$ cat config.mk
export PLATFORM = sky130hd
export DESIGN_NAME = cosine_onset_taper_unit
export DESIGN_NICKNAME = d
export VERILOG_FILES = /design/src/rtl/core/cot_pkg.sv /design/src/rtl/core/cosine_onset_taper_unit.sv /design/src/rtl/core/cot_div.sv /design/src/rtl/core/cot_cordic.sv
export SDC_FILE = /design/constraint.sdc
export NUM_CORES = 2
export LEC_CHECK = 0
export BUFFER_PORTS_ARGS = -buffer_cell sky130_fd_sc_hd__buf_2
export CAP_MARGIN = 20
export CORE_MARGIN = 3
export CORE_UTILIZATION = 60
export CTS_BUF_LIST = sky130_fd_sc_hd__clkbuf_8
export CTS_CLUSTER_SIZE = 25
export DETAILED_ROUTE_END_ITERATION = 16
export GPL_ROUTABILITY_DRIVEN = 1
export HOLD_SLACK_MARGIN = 0.12
export PLACE_DENSITY_LB_ADDON = 0.1
export SYNTH_ARGS = -nofsm -noshare
export SYNTH_HDL_FRONTEND = slang
export SYNTH_SLANG_ARGS = --single-unit
export TNS_END_PERCENT = 20
$ cat constraint.sdc
create_clock -name clk_i -period 17.1 [get_ports clk_i]
set_input_delay 2.565 -clock clk_i [delete_from_list [all_inputs] [get_ports clk_i]]
set_output_delay 2.565 -clock clk_i [all_outputs]
set_load 0.005 [all_outputs]
$ cat src/rtl/core/cot_pkg.sv
// Shared types, constants and the CORDIC arctangent table for the onset taper.
`default_nettype none

package cot_pkg;

  // Configuration register indexes
  typedef enum logic [0:0] {
    REG_TAPER_SAMPLES = 1'b0,
    REG_LEVEL_OFFSET  = 1'b1
  } cfg_reg_e;

  // Sequencer states
  typedef enum logic [2:0] {
    ST_IDLE,
    ST_DIV,
    ST_ROT,
    ST_SQR,
    ST_WGT,
    ST_MAG,
    ST_SUM,
    ST_DONE
  } state_e;

  // CORDIC datapath: quarter turn is 2^30, x/y in signed Q3.30
  localparam int unsigned CORDIC_STEPS = 30;
  localparam int unsigned STEP_W       = 5;
  localparam int unsigned ANG_FRAC     = 30;
  localparam int unsigned ANG_W        = 33;
  localparam int unsigned XY_W         = 34;
  localparam int unsigned SIN_W        = 31;
  localparam int unsigned ATAN_W       = 31;

  localparam logic signed [XY_W-1:0] CORDIC_X0 = 34'sd652032874;
  localparam logic signed [XY_W-1:0] SIN_ONE   = 34'sd1073741824;

  function automatic logic [ATAN_W-1:0] atan_units(input logic [STEP_W-1:0] idx);
    logic [ATAN_W-1:0] val;
    case (idx)
      5'd0:    val = 31'd536870912;
      5'd1:    val = 31'd316933406;
      5'd2:    val = 31'd167458907;
      5'd3:    val = 31'd85004756;
      5'd4:    val = 31'd42667331;
      5'd5:    val = 31'd21354465;
      5'd6:    val = 31'd10679838;
      5'd7:    val = 31'd5340245;
      5'd8:    val = 31'd2670163;
      5'd9:    val = 31'd1335087;
      5'd10:   val = 31'd667544;
      5'd11:   val = 31'd333772;
      5'd12:   val = 31'd166886;
      5'd13:   val = 31'd83443;
      5'd14:   val = 31'd41722;
      5'd15:   val = 31'd20861;
      5'd16:   val = 31'd10430;
      5'd17:   val = 31'd5215;
      5'd18:   val = 31'd2608;
      5'd19:   val = 31'd1304;
      5'd20:   val = 31'd652;
      5'd21:   val = 31'd326;
      5'd22:   val = 31'd163;
      5'd23:   val = 31'd81;
      5'd24:   val = 31'd41;
      5'd25:   val = 31'd20;
      5'd26:   val = 31'd10;
      5'd27:   val = 31'd5;
      5'd28:   val = 31'd3;
      5'd29:   val = 31'd1;
      default: val = '0;
    endcase
    return val;
  endfunction

endpackage

`default_nettype wire

$ cat src/rtl/core/cosine_onset_taper_unit.sv
// Half-Hann onset taper: sequencer, shared multiplier and top-level ports.
// Tapered sample: accept, k/N divider, 30-step CORDIC, then square, weight, product and
//   sum, then load into the output register once it is free.
// Pass-through sample: accept, then load into the output register once it is free.
// Throughput: one transaction at a time; a new sample is accepted only after the last one
//   has been loaded into the output register, which waits for that register to drain.
// Reset (async, active low): taper length, offset and sample index clear to 0, no output.
`default_nettype none

module cosine_onset_taper_unit #(
  parameter int unsigned SAMPLE_WIDTH     = 24,
  parameter int unsigned COUNT_WIDTH      = 20,
  parameter int unsigned WEIGHT_FRAC_BITS = 16,
  localparam int unsigned CFG_W = (COUNT_WIDTH > SAMPLE_WIDTH) ? COUNT_WIDTH : SAMPLE_WIDTH
) (
  input  logic                           clk_i,
  input  logic                           rst_ni,
  // configuration writes
  input  logic                           cfg_we_i,
  input  cot_pkg::cfg_reg_e              cfg_addr_i,
  input  logic [CFG_W-1:0]               cfg_data_i,
  // input samples
  input  logic                           in_valid_i,
  output logic                           in_ready_o,
  input  logic signed [SAMPLE_WIDTH-1:0] sample_i,
  // output samples
  output logic                           out_valid_o,
  input  logic                           out_ready_i,
  output logic signed [SAMPLE_WIDTH-1:0] sample_out_o,
  output logic                           in_taper_o
);

  import cot_pkg::*;

  localparam int unsigned SW   = SAMPLE_WIDTH;
  localparam int unsigned CW   = COUNT_WIDTH;
  localparam int unsigned F    = WEIGHT_FRAC_BITS;
  // shared multiplier: operand a carries |d| or the sine, b the sine or the weight
  localparam int unsigned MA_W = (SW + 1 > SIN_W) ? SW + 1 : SIN_W;
  localparam int unsigned MB_W = SIN_W;
  localparam int unsigned P_W  = MA_W + MB_W;
  // s*s is Q2.60 (at most 1.0); the weight is its top F fraction bits
  localparam int unsigned W_LO = 2 * ANG_FRAC - F;

  // ---------------------------------------------------------------------------
  // Configuration and sample index
  // ---------------------------------------------------------------------------
  logic [CW-1:0]        taper_n_q;
  logic signed [SW-1:0] offset_q;
  logic [CW-1:0]        idx_q, idx_d;

  always_ff @(posedge clk_i or negedge rst_ni) begin
    if (!rst_ni) begin
      taper_n_q <= '0;
      offset_q  <= '0;
    end else if (cfg_we_i) begin
      case (cfg_addr_i)
        REG_TAPER_SAMPLES: taper_n_q <= cfg_data_i[CW-1:0];
        REG_LEVEL_OFFSET:  offset_q  <= $signed(cfg_data_i[SW-1:0]);
        default:           ;
      endcase
    end
  end

  // ---------------------------------------------------------------------------
  // Sequencer
  // ---------------------------------------------------------------------------
  state_e state_q, state_d;

  logic in_accept;
  logic taper_hit;
  logic out_free;
  logic div_start, div_done;
  logic cor_start, cor_done;
  logic mul_en, mul_sel_mag;
  logic wgt_en, sum_en, out_load;

  logic [F-1:0]            quo;
  logic [SIN_W-1:0]        sin_val;
  logic signed [ANG_W-1:0] z0;

  assign in_accept = in_valid_i && in_ready_o;
  // index below length: this sample gets a weight (length zero never tapers)
  assign taper_hit = (idx_q < taper_n_q);
  assign out_free  = !out_valid_o || out_ready_i;

  always_comb begin
    state_d = state_q;
    case (state_q)
      ST_IDLE: if (in_accept) state_d = taper_hit ? ST_DIV : ST_DONE;
      ST_DIV:  if (div_done)  state_d = ST_ROT;
      ST_ROT:  if (cor_done)  state_d = ST_SQR;
      ST_SQR:  state_d = ST_WGT;
      ST_WGT:  state_d = ST_MAG;
      ST_MAG:  state_d = ST_SUM;
      ST_SUM:  state_d = ST_DONE;
      ST_DONE: if (out_free)  state_d = ST_IDLE;
      default: state_d = ST_IDLE;
    endcase
  end

  always_comb begin
    in_ready_o  = 1'b0;
    div_start   = 1'b0;
    cor_start   = 1'b0;
    mul_en      = 1'b0;
    mul_sel_mag = 1'b0;
    wgt_en      = 1'b0;
    sum_en      = 1'b0;
    out_load    = 1'b0;
    case (state_q)
      ST_IDLE: begin
        in_ready_o = 1'b1;
        div_start  = in_valid_i && taper_hit;
      end
      ST_DIV:  cor_start = div_done;
      ST_ROT:  ;
      ST_SQR:  mul_en = 1'b1;
      ST_WGT:  wgt_en = 1'b1;
      ST_MAG: begin
        mul_en      = 1'b1;
        mul_sel_mag = 1'b1;
      end
      ST_SUM:  sum_en = 1'b1;
      ST_DONE: out_load = out_free;
      default: ;
    endcase
  end

  always_ff @(posedge clk_i or negedge rst_ni) begin
    if (!rst_ni) begin
      state_q <= ST_IDLE;
      idx_q   <= '0;
    end else begin
      state_q <= state_d;
      idx_q   <= idx_d;
    end
  end

  // index advances once per tapered sample and stops at the length
  always_comb begin
    idx_d = idx_q;
    if (in_accept && taper_hit) begin
      idx_d = idx_q + CW'(1);
    end
  end

  // ---------------------------------------------------------------------------
  // Iterative units: k/N divider and sine CORDIC
  // ---------------------------------------------------------------------------
  cot_div #(
    .COUNT_WIDTH      (CW),
    .WEIGHT_FRAC_BITS (F)
  ) u_div (
    .clk_i   (clk_i),
    .rst_ni  (rst_ni),
    .start_i (div_start),
    .num_i   (idx_q),
    .den_i   (taper_n_q),
    .done_o  (div_done),
    .quo_o   (quo)
  );

  // angle: q in Q0.F of a quarter turn, scaled to 2^30 per quarter turn
  assign z0 = $signed(ANG_W'(quo) << (ANG_FRAC - F));

  cot_cordic u_cordic (
    .clk_i   (clk_i),
    .rst_ni  (rst_ni),
    .start_i (cor_start),
    .z0_i    (z0),
    .done_o  (cor_done),
    .sin_o   (sin_val)
  );

  // ---------------------------------------------------------------------------
  // Datapath: shared multiplier, weight, product and sum
  // ---------------------------------------------------------------------------
  logic signed [SW-1:0] samp_q;
  logic signed [SW:0]   d_q;
  logic                 flag_q;
  logic [F-1:0]         w_q, w_d;
  logic [P_W-1:0]       prod_q;
  logic [MA_W-1:0]      mul_a;
  logic [MB_W-1:0]      mul_b;
  logic [SW:0]          mag;
  logic [SW:0]          trunc_t;
  logic signed [SW+1:0] off_ext;
  logic signed [SW+1:0] t_ext;
  logic signed [SW+1:0] sum_val;
  logic signed [SW-1:0] res_q;

  // |d| fits SW+1 bits unsigned, even for the most negative difference
  assign mag = d_q[SW] ? $unsigned(-d_q) : $unsigned(d_q);

  assign mul_a = mul_sel_mag ? MA_W'(mag) : MA_W'(sin_val);
  assign mul_b = mul_sel_mag ? MB_W'(w_q) : sin_val;

  // weight = sin^2 in Q0.F, saturated just below 1.0
  assign w_d = (|prod_q[P_W-1:2*ANG_FRAC]) ? {F{1'b1}} : prod_q[W_LO +: F];

  // |d|*w >> F truncates toward zero; sign of d restored around the offset
  assign trunc_t = prod_q[F +: SW+1];
  assign off_ext = (SW+2)'(offset_q);
  assign t_ext   = $signed({1'b0, trunc_t});
  assign sum_val = d_q[SW] ? (off_ext - t_ext) : (off_ext + t_ext);

  always_ff @(posedge clk_i) begin
    if (in_accept) begin
      samp_q <= sample_i;
      d_q    <= (SW+1)'(sample_i) - (SW+1)'(offset_q);
      res_q  <= sample_i;
    end else if (sum_en) begin
      res_q  <= sum_val[SW-1:0];
    end
    if (mul_en) begin
      prod_q <= P_W'(mul_a * mul_b);
    end
    if (wgt_en) begin
      w_q <= w_d;
    end
  end

  always_ff @(posedge clk_i or negedge rst_ni) begin
    if (!rst_ni) begin
      flag_q <= 1'b0;
    end else if (in_accept) begin
      flag_q <= taper_hit;
    end
  end

  // ---------------------------------------------------------------------------
  // Output register
  // ---------------------------------------------------------------------------
  logic                 out_valid_q;
  logic signed [SW-1:0] out_sample_q;
  logic                 out_taper_q;

  always_ff @(posedge clk_i or negedge rst_ni) begin
    if (!rst_ni) begin
      out_valid_q <= 1'b0;
    end else if (out_load) begin
      out_valid_q <= 1'b1;
    end else if (out_ready_i) begin
      out_valid_q <= 1'b0;
    end
  end

  always_ff @(posedge clk_i) begin
    if (out_load) begin
      out_sample_q <= res_q;
      out_taper_q  <= flag_q;
    end
  end

  assign out_valid_o  = out_valid_q;
  assign sample_out_o = out_sample_q;
  assign in_taper_o   = out_taper_q;

  // ---------------------------------------------------------------------------
  // Assertions
  // ---------------------------------------------------------------------------
  a_idx_step: assert property (@(posedge clk_i) disable iff (!rst_ni)
    in_accept && taper_hit |=> idx_q == CW'($past(idx_q) + CW'(1)))
    else $error("sample index did not advance on a tapered transaction");

  a_idx_hold: assert property (@(posedge clk_i) disable iff (!rst_ni)
    in_accept && !taper_hit |=> $stable(idx_q))
    else $error("sample index moved on a pass-through transaction");

  a_div_in_state: assert property (@(posedge clk_i) disable iff (!rst_ni)
    div_done |-> state_q == ST_DIV)
    else $error("divider finished outside the divide phase");

  a_cor_in_state: assert property (@(posedge clk_i) disable iff (!rst_ni)
    cor_done |-> state_q == ST_ROT)
    else $error("CORDIC finished outside the rotate phase");

  a_pass_value: assert property (@(posedge clk_i) disable iff (!rst_ni)
    out_load && !flag_q |-> res_q == samp_q)
    else $error("pass-through result differs from the input sample");

endmodule

`default_nettype wire

$ cat src/rtl/core/cot_div.sv
// Restoring divider: one quotient bit per cycle, q = floor(num * 2^F / den), num < den.
`default_nettype none

module cot_div #(
  parameter int unsigned COUNT_WIDTH      = 20,
  parameter int unsigned WEIGHT_FRAC_BITS = 16
) (
  input  logic                        clk_i,
  input  logic                        rst_ni,
  input  logic                        start_i,
  input  logic [COUNT_WIDTH-1:0]      num_i,
  input  logic [COUNT_WIDTH-1:0]      den_i,
  output logic                        done_o,
  output logic [WEIGHT_FRAC_BITS-1:0] quo_o
);

  localparam int unsigned CNT_W = $clog2(WEIGHT_FRAC_BITS);

  logic                        busy_q, busy_d;
  logic                        done_q, done_d;
  logic [CNT_W-1:0]            cnt_q, cnt_d;
  logic [COUNT_WIDTH-1:0]      rem_q, rem_d;
  logic [COUNT_WIDTH-1:0]      den_q, den_d;
  logic [WEIGHT_FRAC_BITS-1:0] quo_q, quo_d;
  logic [COUNT_WIDTH:0]        rem2;
  logic [COUNT_WIDTH:0]        den_ext;
  logic                        fits;

  assign rem2    = {rem_q, 1'b0};
  assign den_ext = {1'b0, den_q};
  assign fits    = (rem2 >= den_ext);

  always_comb begin
    busy_d = busy_q;
    done_d = 1'b0;
    cnt_d  = cnt_q;
    rem_d  = rem_q;
    den_d  = den_q;
    quo_d  = quo_q;
    if (start_i) begin
      busy_d = 1'b1;
      cnt_d  = CNT_W'(WEIGHT_FRAC_BITS - 1);
      rem_d  = num_i;
      den_d  = den_i;
    end else if (busy_q) begin
      // remainder stays below den, so the top bit drops out after the subtract
      rem_d = fits ? COUNT_WIDTH'(rem2 - den_ext) : rem2[COUNT_WIDTH-1:0];
      quo_d = {quo_q[WEIGHT_FRAC_BITS-2:0], fits};
      cnt_d = cnt_q - CNT_W'(1);
      if (cnt_q == '0) begin
        busy_d = 1'b0;
        done_d = 1'b1;
      end
    end
  end

  always_ff @(posedge clk_i or negedge rst_ni) begin
    if (!rst_ni) begin
      busy_q <= 1'b0;
      done_q <= 1'b0;
      cnt_q  <= '0;
    end else begin
      busy_q <= busy_d;
      done_q <= done_d;
      cnt_q  <= cnt_d;
    end
  end

  always_ff @(posedge clk_i) begin
    rem_q <= rem_d;
    den_q <= den_d;
    quo_q <= quo_d;
  end

  assign done_o = done_q;
  assign quo_o  = quo_q;

endmodule

`default_nettype wire

$ cat src/rtl/core/cot_cordic.sv
// Iterative rotation-mode CORDIC: one micro-rotation per cycle, clamped sine out.
`default_nettype none

module cot_cordic (
  input  logic                               clk_i,
  input  logic                               rst_ni,
  input  logic                               start_i,
  input  logic signed [cot_pkg::ANG_W-1:0]   z0_i,
  output logic                               done_o,
  output logic [cot_pkg::SIN_W-1:0]          sin_o
);

  import cot_pkg::*;

  logic                     busy_q, busy_d;
  logic                     done_q, done_d;
  logic [STEP_W-1:0]        step_q, step_d;
  logic signed [XY_W-1:0]   x_q, x_d;
  logic signed [XY_W-1:0]   y_q, y_d;
  logic signed [ANG_W-1:0]  z_q, z_d;
  logic signed [XY_W-1:0]   dx;
  logic signed [XY_W-1:0]   dy;
  logic signed [ANG_W-1:0]  ang;

  // barrel shifts of x and y by the step index; >>> floors like the arithmetic shift it models
  assign dx  = y_q >>> step_q;
  assign dy  = x_q >>> step_q;
  assign ang = $signed(ANG_W'(atan_units(step_q)));

  always_comb begin
    busy_d = busy_q;
    done_d = 1'b0;
    step_d = step_q;
    x_d    = x_q;
    y_d    = y_q;
    z_d    = z_q;
    if (start_i) begin
      busy_d = 1'b1;
      step_d = '0;
      x_d    = CORDIC_X0;
      y_d    = '0;
      z_d    = z0_i;
    end else if (busy_q) begin
      if (z_q >= 0) begin
        x_d = x_q - dx;
        y_d = y_q + dy;
        z_d = z_q - ang;
      end else begin
        x_d = x_q + dx;
        y_d = y_q - dy;
        z_d = z_q + ang;
      end
      step_d = step_q + STEP_W'(1);
      if (step_q == STEP_W'(CORDIC_STEPS - 1)) begin
        busy_d = 1'b0;
        done_d = 1'b1;
      end
    end
  end

  always_ff @(posedge clk_i or negedge rst_ni) begin
    if (!rst_ni) begin
      busy_q <= 1'b0;
      done_q <= 1'b0;
      step_q <= '0;
    end else begin
      busy_q <= busy_d;
      done_q <= done_d;
      step_q <= step_d;
    end
  end

  always_ff @(posedge clk_i) begin
    x_q <= x_d;
    y_q <= y_d;
    z_q <= z_d;
  end

  // clamp to [0, 1.0]
  always_comb begin
    if (y_q < 0) begin
      sin_o = '0;
    end else if (y_q > SIN_ONE) begin
      sin_o = SIN_ONE[SIN_W-1:0];
    end else begin
      sin_o = y_q[SIN_W-1:0];
    end
  end

  assign done_o = done_q;

endmodule

`default_nettype wire
==> impl_table.tex <==
\begin{tabular}{lr}
\hline
Metric & Value \\
\hline
\multicolumn{2}{l}{\textbf{Status}} \\
Status & finished, final reports clean \\
\multicolumn{2}{l}{\textbf{Synth}} \\
Synthesized cell area & 0.0588 mm\^{}2 \\
Async S/R FF share, synth & 0.221 \\
Synth top area cells & sky130\_fd\_sc\_hd\_\_fa\_1 28\%, sky130\_fd\_sc\_hd\_\_edfxtp\_1 10\%, sky130\_fd\_sc\_hd\_\_ha\_1 9.5\%, sky130\_fd\_sc\_hd\_\_inv\_1 6.9\%, sky130\_fd\_sc\_hd\_\_nand2\_1 5.0\% \\
Cell type with the largest total area after synthesis & sky130\_fd\_sc\_hd\_\_fa\_1 \\
Number of distinct standard cells referenced by the synthesized netlist & 89 \\
Most repeated cell in the gate-level netlist after synthesis & sky130\_fd\_sc\_hd\_\_inv\_1 \\
Top post-synthesis cells by count & 1075 x sky130\_fd\_sc\_hd\_\_inv\_1, 832 x sky130\_fd\_sc\_hd\_\_fa\_1, 788 x sky130\_fd\_sc\_hd\_\_nand2\_1 \\
Number of flops mapped to enable cells by yosys & 204 \\
Synthesis warning total & 0 \\
Most common flop cell mapped by yosys & sky130\_fd\_sc\_hd\_\_edfxtp\_1 \\
Gate Count Post-Synth & 6586 \\
Synth top area share & 0.283 \\
Average cell area after synthesis & 8.92 um\^{}2 \\
Proportion of synthesized chip area in sequential cells & 0.168 \\
FF+latch count, synth & 371 \\
\multicolumn{2}{l}{\textbf{Critical path}} \\
Startpoint types & register \\
Cell with the largest stage delay on the worst path & sky130\_fd\_sc\_hd\_\_nand2\_1 \\
RR Startpoint & u\_cordic.y\_q[29]\$\_SDFFE\_PP0P\_ \\
R2R Path End & prod\_q[45]\$\_DFFE\_PP\_ \\
Data required time of the worst path & 17540 ps \\
Kind of capture point of the worst setup path & register \\
Worst path max stage delay & 630 ps \\
Data arrival at the endpoint of the critical path & 11760 ps \\
Path depth of the worst reg2reg path & 36 \\
FF-to-FF setup slack & 5780 ps \\
Critical path peak fanout & 40 \\
Crit-path most repeated cell & sky130\_fd\_sc\_hd\_\_fa\_1 \\
Setup CP Type & register to register \\
\multicolumn{2}{l}{\textbf{Worst hold path}} \\
Class of the tightest hold or removal check & register to register \\
Hold wc startpoint & res\_q[23]\$\_DFFE\_PP\_ \\
Worst Hold Path Cells & 0 \\
Endpoint of the worst hold path & sample\_out\_o[23]\$\_DFFE\_PP\_ \\
\multicolumn{2}{l}{\textbf{Timing}} \\
Final Max Slew Viols & 0 \\
Final hold violation count & 0 \\
Summed negative setup slack over all endpoints & 0 ps \\
RSZ-0062 raised after global routing & no \\
Worst-margin pin slew & 1190 ps \\
Worst setup slack after layout & 5780 ps \\
Final critical delay including setup and external delays & 11320 ps \\
Fraction of the cycle the final worst path needs & 0.662 \\
Worst slew margin & 0.209 \\
Maximum operating frequency & 88.4 MHz \\
Worst clock skew & 58.3 ps \\
Final setup violation count & 0 \\
\multicolumn{2}{l}{\textbf{Detailed routing}} \\
Wire per inst & 23.0 um \\
Total Wirelength & 182 mm \\
Remaining antenna violation count after routing & 0 \\
DRC errors left & 0 \\
Length of routed met2 wiring & 79.7 mm \\
Met3 Wirelength & 21.5 mm \\
Detailed Route Iter0 Violations & 4614 \\
DR top layer & met5 \\
Total via count in the routed design & 47500 \\
Drt via density & 5.99 \\
Post-route met1 wirelength & 72.2 mm \\
Number of search-and-repair iterations in the first detailed-routing pass & 6 \\
\multicolumn{2}{l}{\textbf{Run}} \\
Max-capacitance violation count & 0 \\
\multicolumn{2}{l}{\textbf{Finish}} \\
Area added between synthesis and finish & 5.78\% \\
Final core occ & 0.642 \\
Final-stage net count & 7928 \\
Share of final-layout standard cells stronger than drive strength 1 & 0.0750 \\
\multicolumn{2}{l}{\textbf{Clock network}} \\
Cts bufs inserted & 70 \\
Insertion delay of the later-clocked pin in the worst-skew pair & 710 ps \\
Number of buffers inserted to repair setup after CTS & 0 \\
Root buf cell & sky130\_fd\_sc\_hd\_\_clkbuf\_8 \\
Clock-pin transition on the worst setup and hold timing paths & 70 ps \\
Resize count post-CTS & 0 \\
H-tree depth reported by CTS & 3 \\
Number of sinks driven by the clock tree & 371 \\
Largest buffer count on any clock path & 3 \\
Number of hold buffers added after cts & 0 \\
TritonCTS clock tree & yes \\
\multicolumn{2}{l}{\textbf{Global routing}} \\
GRT Overall Usage & 0.365 \\
Global-route wire length before repair & 283 mm \\
Final global-route overflow total & 0 \\
Via count of the first global-routing pass & 47800 \\
Largest net degree at the start of global routing & 69 \\
Antenna violations before repair & 3 \\
\multicolumn{2}{l}{\textbf{Floorplan}} \\
Core footprint & 0.0969 mm\^{}2 \\
Top-Level Pins & 81 \\
Chip Height & 319 um \\
Horizontal die dimension & 319 um \\
Die ar. & 0.102 mm\^{}2 \\
Initial core utilization & 0.607 \\
Core Rows & 114 \\
\multicolumn{2}{l}{\textbf{Place}} \\
Routability-driven placement congestion ratio & 1.05 \\
Worst slack at placement & 5710 ps \\
Number of port buffers & 80 \\
HPWL after DPL & 143 mm \\
\hline
\end{tabular}
-- how the worst max path moves through the flow --
stage | start | endpoint | slack [ps]
5_1_grt | u_cordic.y_q[29]$_SDFFE_PP0P_ | prod_q[45]$_DFFE_PP_ | 5030
6_report | u_cordic.y_q[29]$_SDFFE_PP0P_ | prod_q[45]$_DFFE_PP_ | 5780
3_3_place_gp | u_cordic.y_q[29]$_SDFFE_PP0P_ | prod_q[45]$_DFFE_PP_ | 6120
3_5_place_dp | u_cordic.y_q[29]$_SDFFE_PP0P_ | prod_q[45]$_DFFE_PP_ | 5710
4_1_cts | u_cordic.y_q[29]$_SDFFE_PP0P_ | prod_q[45]$_DFFE_PP_ | 5610
2_1_floorplan | d_q[5]$_DFFE_PP_ | prod_q[61]$_DFFE_PP_ | 7350
-- sequential cells by signal, summed over array words and instances (netlist names), 24 cells and up --
register,count
res_q,24
offset_q,24
d_q,25
u_cordic.z_q,33
sample_out_o,24
u_cordic.x_q,34
prod_q,42
u_cordic.y_q,34
-- logic make-up (layout without fill, tap and decap cells) --
group                      after synthesis  count (layout)  share of synthesized area
AOI/OAI and AO/OA                      992             992                      0.105
xor gates and xnor gates               327             327                     0.0487
adders and majority gates             1277            1277                      0.378
buffers and inverters                 1392            1402                     0.0909
DFF                                    371             371                      0.168
muxes                                  259             259                     0.0642
other                                    2              58                   0.000128
and+or+nand+nor                       1966            1966                      0.144
-- metrics by stage --
| step | area (um^2) | hold slack (ps) | cells |
|---|---|---|---|
| final | 62100 | 408 | 7928 |
| after global routing | 62100 | 411 | 7927 |
| after CTS | 62100 | 388 | 7920 |
| after detailed placement | 60600 | 405 | 7795 |
| after global placement | 60600 | 401 | 7795 |
| after floorplan | 59000 | 400 | 6640 |
-- per-layer routing --
layer / GRT usage / vias up
li1: - / 21400
met1: 0.487 / 23300
met2: 0.550 / 2325
met3: 0.120 / 477
met4: 0.151 / 4
met5: 0 / -
-- worst max-delay path, delay by kind of cell (launching register included) --
kind | cells | cell delay, ps
fa+ha+maj | 9 | 4170
simple gates | 9 | 2810
compound gates | 10 | 2370
buf+inv | 7 | 990
flops | 1 | 570
xor+xnor | 1 | 90
-- cell usage in the layout (no fill, tap or decap), drive strengths merged, types with 29 or more instances in the layout --
master / instances
inv: 1104
fa: 832
nand2: 788
nor2: 714
ha: 445
o21ai: 280
a21oi: 275
xnor2: 209
edfxtp: 204
buf: 193
xor2: 118
mux2i: 117
mux4: 89
dfxtp: 85
clkbuf: 84
dfrtp: 82
a21o: 80
nand3: 69
nor3: 65
o21a: 57
conb: 56
mux2: 53
a211oi: 47
and3: 46
nor2b: 45
and2: 44
nand2b: 43
or3: 41
a31oi: 32
nand4: 30
o31ai: 29
-- cell type report --
class	count	area [um^2]
clock buffers	82	1130
diodes	2	5.00
clock inverters	43	380
multi-input cells	4877	43800
repair buffers	195	1270
fillers	8325	34700
well taps	1276	1600
flip-flops and latches	371	9900
inverters	1082	4060
Power is left out: the tool's default activity adds up to more than one toggle a clock period on the data nets, which glitch-free logic cannot reach.
